[src/hdl/dtnms_pkg.sv]
// Shared types, constants and state codes for the detection top-K NMS unit.
package dtnms_pkg;

  localparam int TOP_K_DEF   = 32;
  localparam int MAX_RESULTS = 32;

  localparam logic [8:0] IOU_THR_RST  = 9'd154;
  localparam logic [7:0] MIN_SIZE_RST = 8'd2;
  localparam logic [5:0] KEEP_CNT_RST = 6'd32;

  // floor(p/255) = (p * CONF_RECIP) >> 24 for p < 2^16
  localparam logic [16:0] CONF_RECIP = 17'd65794;
  // floor(x/255) = (x * EDGE_RECIP) >> 30 for x < 2^22
  localparam logic [22:0] EDGE_RECIP = 23'd4210753;

  typedef enum logic [1:0] {
    CFG_IOU_THR  = 2'd0,
    CFG_MIN_SIZE = 2'd1,
    CFG_KEEP_CNT = 2'd2
  } cfg_idx_t;

  typedef enum logic [3:0] {
    ST_IDLE,
    ST_MUL,
    ST_DIV,
    ST_INS,
    ST_SUP_INIT,
    ST_PIV,
    ST_CMP_ROT,
    ST_CMP1,
    ST_CMP2,
    ST_CMP3,
    ST_PIV_NEXT,
    ST_SCAN,
    ST_EM_LOAD,
    ST_EM_OUT,
    ST_NF,
    ST_FIN
  } state_t;

  typedef struct packed {
    logic [7:0]  cx;
    logic [7:0]  cy;
    logic [7:0]  w;
    logic [7:0]  h;
    logic [7:0]  conf;
    logic        tag;
    logic [15:0] area;
    logic        sup;
  } entry_t;

  typedef struct packed {
    logic cap_in;
    logic calc_conf;
    logic insert;
    logic sup_init;
    logic rotate;
    logic inc_i;
    logic load_a;
    logic clr_k;
    logic inc_k;
    logic s1;
    logic s2;
    logic mark;
    logic scan_init;
    logic scan_upd;
    logic emit_load;
    logic emit_out;
    logic emit_nf;
    logic clr_total;
  } cmd_t;

  typedef struct packed {
    logic final_item;
    logic i_eq_n;
    logic k_eq_n;
    logic head_sup;
    logic emit_ok;
    logic has_surv;
  } sts_t;

endpackage

[src/hdl/dtnms_ctrl.sv]
// Sequencer for item intake, suppression passes and result emission.
module dtnms_ctrl import dtnms_pkg::*; (
  input  logic clk,
  input  logic rst_n,
  input  logic start,
  input  sts_t sts,
  output cmd_t cmd,
  output logic busy
);

  state_t state_r, state_nxt;

  always_ff @(posedge clk) begin
    if (!rst_n) begin
      state_r <= ST_IDLE;
    end else begin
      state_r <= state_nxt;
    end
  end

  always_comb begin
    state_nxt = state_r;
    cmd       = '0;
    case (state_r)
      ST_IDLE: begin
        if (start) begin
          cmd.cap_in = 1'b1;
          state_nxt  = ST_MUL;
        end
      end
      ST_MUL: begin
        cmd.calc_conf = 1'b1;
        state_nxt     = ST_DIV;
      end
      ST_DIV: begin
        cmd.insert = 1'b1;
        state_nxt  = ST_INS;
      end
      ST_INS: begin
        if (sts.final_item) begin
          cmd.sup_init = 1'b1;
          state_nxt    = ST_SUP_INIT;
        end else begin
          state_nxt = ST_IDLE;
        end
      end
      ST_SUP_INIT: state_nxt = ST_PIV;
      ST_PIV: begin
        if (sts.i_eq_n) begin
          cmd.scan_init = 1'b1;
          state_nxt     = ST_SCAN;
        end else if (sts.head_sup) begin
          cmd.rotate = 1'b1;
          cmd.inc_i  = 1'b1;
        end else begin
          cmd.load_a = 1'b1;
          cmd.clr_k  = 1'b1;
          state_nxt  = ST_CMP_ROT;
        end
      end
      ST_CMP_ROT: begin
        cmd.rotate = 1'b1;
        cmd.inc_k  = 1'b1;
        state_nxt  = ST_CMP1;
      end
      ST_CMP1: begin
        cmd.s1    = 1'b1;
        state_nxt = ST_CMP2;
      end
      ST_CMP2: begin
        cmd.s2    = 1'b1;
        state_nxt = ST_CMP3;
      end
      ST_CMP3: begin
        cmd.mark  = 1'b1;
        state_nxt = sts.k_eq_n ? ST_PIV_NEXT : ST_CMP_ROT;
      end
      ST_PIV_NEXT: begin
        cmd.rotate = 1'b1;
        cmd.inc_i  = 1'b1;
        state_nxt  = ST_PIV;
      end
      ST_SCAN: begin
        if (sts.k_eq_n) begin
          cmd.clr_k = 1'b1;
          state_nxt = ST_EM_LOAD;
        end else begin
          cmd.scan_upd = 1'b1;
          cmd.rotate   = 1'b1;
          cmd.inc_k    = 1'b1;
        end
      end
      ST_EM_LOAD: begin
        if (sts.k_eq_n) begin
          state_nxt = sts.has_surv ? ST_FIN : ST_NF;
        end else if (sts.emit_ok) begin
          cmd.emit_load = 1'b1;
          state_nxt     = ST_EM_OUT;
        end else begin
          cmd.rotate = 1'b1;
          cmd.inc_k  = 1'b1;
        end
      end
      ST_EM_OUT: begin
        cmd.emit_out = 1'b1;
        cmd.rotate   = 1'b1;
        cmd.inc_k    = 1'b1;
        state_nxt    = ST_EM_LOAD;
      end
      ST_NF: begin
        cmd.emit_nf = 1'b1;
        state_nxt   = ST_FIN;
      end
      ST_FIN: begin
        cmd.clr_total = 1'b1;
        state_nxt     = ST_IDLE;
      end
      default: state_nxt = ST_IDLE;
    endcase
  end

  assign busy = (state_r != ST_IDLE);

endmodule

[config.mk]
export PLATFORM = sky130hd
export DESIGN_NAME = dtnms_ctrl
export DESIGN_NICKNAME = d
export VERILOG_FILES = /design/src/hdl/dtnms_pkg.sv /design/src/hdl/dtnms_ctrl.sv
export SDC_FILE = /design/constraint.sdc
export NUM_CORES = 1
export LEC_CHECK = 0
export ABC_CLOCK_PERIOD_IN_PS = 1900
export BUFFER_PORTS_ARGS = -buffer_cell sky130_fd_sc_hd__clkbuf_2
export CORE_AREA = 5 5 42 44
export DETAILED_ROUTE_END_ITERATION = 8
export DIE_AREA = 0 0 47 49
export GPL_TIMING_DRIVEN = 0
export PLACE_DENSITY = 0.74
export SETUP_SLACK_MARGIN = 0.2
export SLEW_MARGIN = 30
export SYNTH_ARGS = -nofsm -noshare
export SYNTH_HDL_FRONTEND = slang
export SYNTH_SLANG_ARGS = --single-unit
export TNS_END_PERCENT = 5
[constraint.sdc]
create_clock -name clk -period 1.9 [get_ports clk]
set_input_delay 0.38 -clock clk [delete_from_list [all_inputs] [get_ports clk]]
set_output_delay 0.38 -clock clk [all_outputs]
set_load 0.02 [all_outputs]
==> load_flow_metrics.sql <==
INSERT INTO impl_metrics (metric_group, metric, value, unit) VALUES
('run_status', 'outcome', 'finished with violations', ''),
('run_status', 'failing_checks', 'negative setup slack', ''),
('layout', 'fraction_of_final_layout_cells_sized_beyond_drive_strength_1', '48.4', '%'),
('cts', 'clock_tree.htree_level_count', '1', ''),
('setup_path', 'max_stage_delay', '0.50', 'ns'),
('layout', 'num_antenna_cells', '0', ''),
('global_routing', 'maximum_number_of_pins_on_one_net_before_global_route_repair', '11', ''),
('power', 'power.switching', '143', 'uW'),
('power', 'clock_power_share', '28.3', '%'),
('yosys', 'synth.yosys.seq_area_share', '14.4', '%'),
('cts', 'clk_path_buf_depth', '2', ''),
('die', 'die_x', '47', 'um'),
('sta', 'finalSetupViolations', '6', ''),
('yosys', 'synthesis.area_per_instance', '6.37', 'um^2'),
('yosys', 'synth-main-ff-cell', 'sky130_fd_sc_hd__dfxtp_1', ''),
('min_path', 'hp-class', 'in -> reg', ''),
('layout', 'n_fill_cell', '127', ''),
('yosys', 'synth-warning-count', '0', ''),
('power', 'portion_of_total_power_attributed_to_combinational_logic', '46.1', '%'),
('yosys', 'synth_top_cell_by_area', 'sky130_fd_sc_hd__dfxtp_1', ''),
('yosys', 'netlist.area_leader.share', '14.4', '%'),
('sta', 'finalHoldViolations', '0', ''),
('yosys', 'async_reset_ff_share', '0', '%'),
('sta', 'timing.final.crit_period', '2.08', 'ns'),
('sta', 'fin_max_slew_vios', '0', ''),
('routing', 'drtAntennaViolNets', '0', ''),
('cts', 'clock_latency', '0.24', 'ns'),
('setup_path', 'critPathLaunchType', 'register', ''),
('sta', 'unrepaired_setup_endpoints_after_global_routing', 'yes', ''),
('die', 'initial_core_util', '39.6', '%'),
('yosys', 'synth-edff-count', '0', ''),
('global_routing', 'global_route.overflow_total', '0', ''),
('yosys', 'synth_cell_type_count', '33', ''),
('setup_path', 'worstPathArrival', '1.70', 'ns'),
('global_routing', 'grt_util_all_layers', '20.3', '%'),
('cts', 'clock-root-buffer', 'sky130_fd_sc_hd__clkbuf_4', ''),
('die', 'pin_count', '28', ''),
('global_routing', 'vias_in_the_first_global_route', '780', ''),
('setup_path', 'cpMaxStageDelayCell', 'sky130_fd_sc_hd__or4b_4', ''),
('setup_path', 'path_max_fanout', '3', ''),
('yosys', 'ys_top_cells_by_count', '10 x sky130_fd_sc_hd__nand2_1, 8 x sky130_fd_sc_hd__nor3_1, 7 x sky130_fd_sc_hd__a21oi_1, 7 x sky130_fd_sc_hd__inv_1, 7 x sky130_fd_sc_hd__nor2_1', ''),
('sta', 'maxSlewHeadroom', '67.3', '%'),
('min_path', 'hold_depth', '3', ''),
('yosys', 'netlist_top_cells_area', 'sky130_fd_sc_hd__dfxtp_1 14%, sky130_fd_sc_hd__nor3_1 7.2%, sky130_fd_sc_hd__nand2_1 6.8%', ''),
('cts', 'cts_tree', 'done', ''),
('routing', 'finalWirelength', '2090', 'um'),
('power', 'peakVddDrop', '0.218', 'mV'),
('placement', 'numPortBuffers', '26', ''),
('setup_path', 'critical-path-top-delay-family', 'simple AND/OR/NAND/NOR gates', ''),
('die', 'core_area', '1400', 'um^2'),
('sta', 'setup_skew_after_layout', '0.00928', 'ns'),
('cts', 'postCtsHoldBufs', '0', ''),
('cts', 'cts_sinks', '4', ''),
('setup_path', 'cp_num_cells', '6', ''),
('yosys', 'post_synth_inst_count', '87', ''),
('global_routing', 'grt_pass1_wl', '3480', 'um'),
('cts', 'cts_buffers', '3', ''),
('sta', 'layout_worst_path_cycle_share', '109', '%'),
('setup_path', 'worst-path-buf-inv', '2', ''),
('setup_path', 'ordered_cell_list_for_the_critical_path', 'or4b_4 > a211oi_4 > buf_6 > a21oi_4 > nand2_2 > buf_8', ''),
('routing', 'viasPerCell', '5.82', ''),
('sta', 'whs', '0.437', 'ns'),
('placement', 'detailed_place_hpwl', '1390', 'um'),
('sta', 'worst-slew-pin-transition', '0.491', 'ns'),
('sta', 'post-route-worst-setup-slack', '-0.179', 'ns'),
('setup_path', 'reg2reg_depth', '9', ''),
('power', 'power.share.sequential', '25.6', '%'),
('yosys', 'syn-num-nets', '96', ''),
('routing', 'avgRoutedWirePerCell', '15.1', 'um'),
('die', 'dieArea', '2300', 'um^2'),
('placement', 'finalWeightedCongestion', '0.888', '');
metal layers:
metal,GRT usage (%),wire length (um),share of wire [%]
met5,0,0,0
met4,12.0,43,2.1
met3,5.54,128,6.1
met2,29.9,1060,51
met1,25.2,861,41
power by group through the flow:
stage	combinational, mW	sequential, mW	clock [mW]
floorplan	0.103	0.0938	0
global placement	0.143	0.0947	0
detailed placement	0.145	0.0953	0
CTS	0.164	0.0948	0.111
global route	0.190	0.0968	0.122
finish	0.174	0.0967	0.107
cell usage in the layout (no fill, tap or decap), drive strengths merged, types with 2 or more instances in the layout:
cell,Yosys,routed
nor2,7,7
nand2b,4,4
and3,2,2
o21ai,4,4
nor3,8,8
inv,7,7
a21oi,7,7
clkbuf,3,24
dfxtp,4,4
nand2,10,10
nor2b,4,4
a221oi,2,2
buf,5,19
nand3b,3,3
area by class of cell:
cell class	count	area, um^2	area share [%]
well taps	16	20.0	2.24
inverters	7	26.3	2.94
clock buffers	3	22.5	2.52
plain buffers	8	57.6	6.44
flip-flops and latches	4	85.1	9.52
repair buffers	32	216	24.2
multi-input cells	68	465	52.1
cells by family after synthesis:
group | share of synthesized area [%]
compound gates | 28.7
simple gates | 45.6
buf+inv | 11.3
flops | 14.4
tightest hold or removal path, cell delays in order:
cell	delay, ns
sky130_fd_sc_hd__clkbuf_2	0.10
sky130_fd_sc_hd__inv_1	0.08
sky130_fd_sc_hd__a221oi_2	0.06
worst paths after layout:
path                                   end  slack (ns)       start
worst max register to register  state_r[0]       -0.10  state_r[1]
worst max-delay path               cmd[13]       -0.18  state_r[1]
worst min register to register  state_r[0]        0.81  state_r[2]
worst min-delay path            state_r[0]        0.44      sts[1]
stage by stage:
step | utilization (%) | total power [mW] | instance area, um^2 | setup WS [ns] | cells
floorplan | - | 0.197 | 569 | 0.171 | 87
global placement | 51.3 | 0.237 | 719 | -0.101 | 129
detailed placement | 51.3 | 0.241 | 719 | -0.0990 | 129
CTS | 59.4 | 0.369 | 832 | -0.140 | 137
global route | 63.7 | 0.409 | 893 | -0.245 | 138
finish | 63.7 | 0.378 | 893 | -0.179 | 138
repair_timing:
action                                  4_1_cts  5_1_grt
resized for setup                            17       23
setup buffers                                 5        1
endpoints found under the setup margin       19       21
pin swaps                                     3        6
Note: power is estimated with default switching activity, not from simulation.
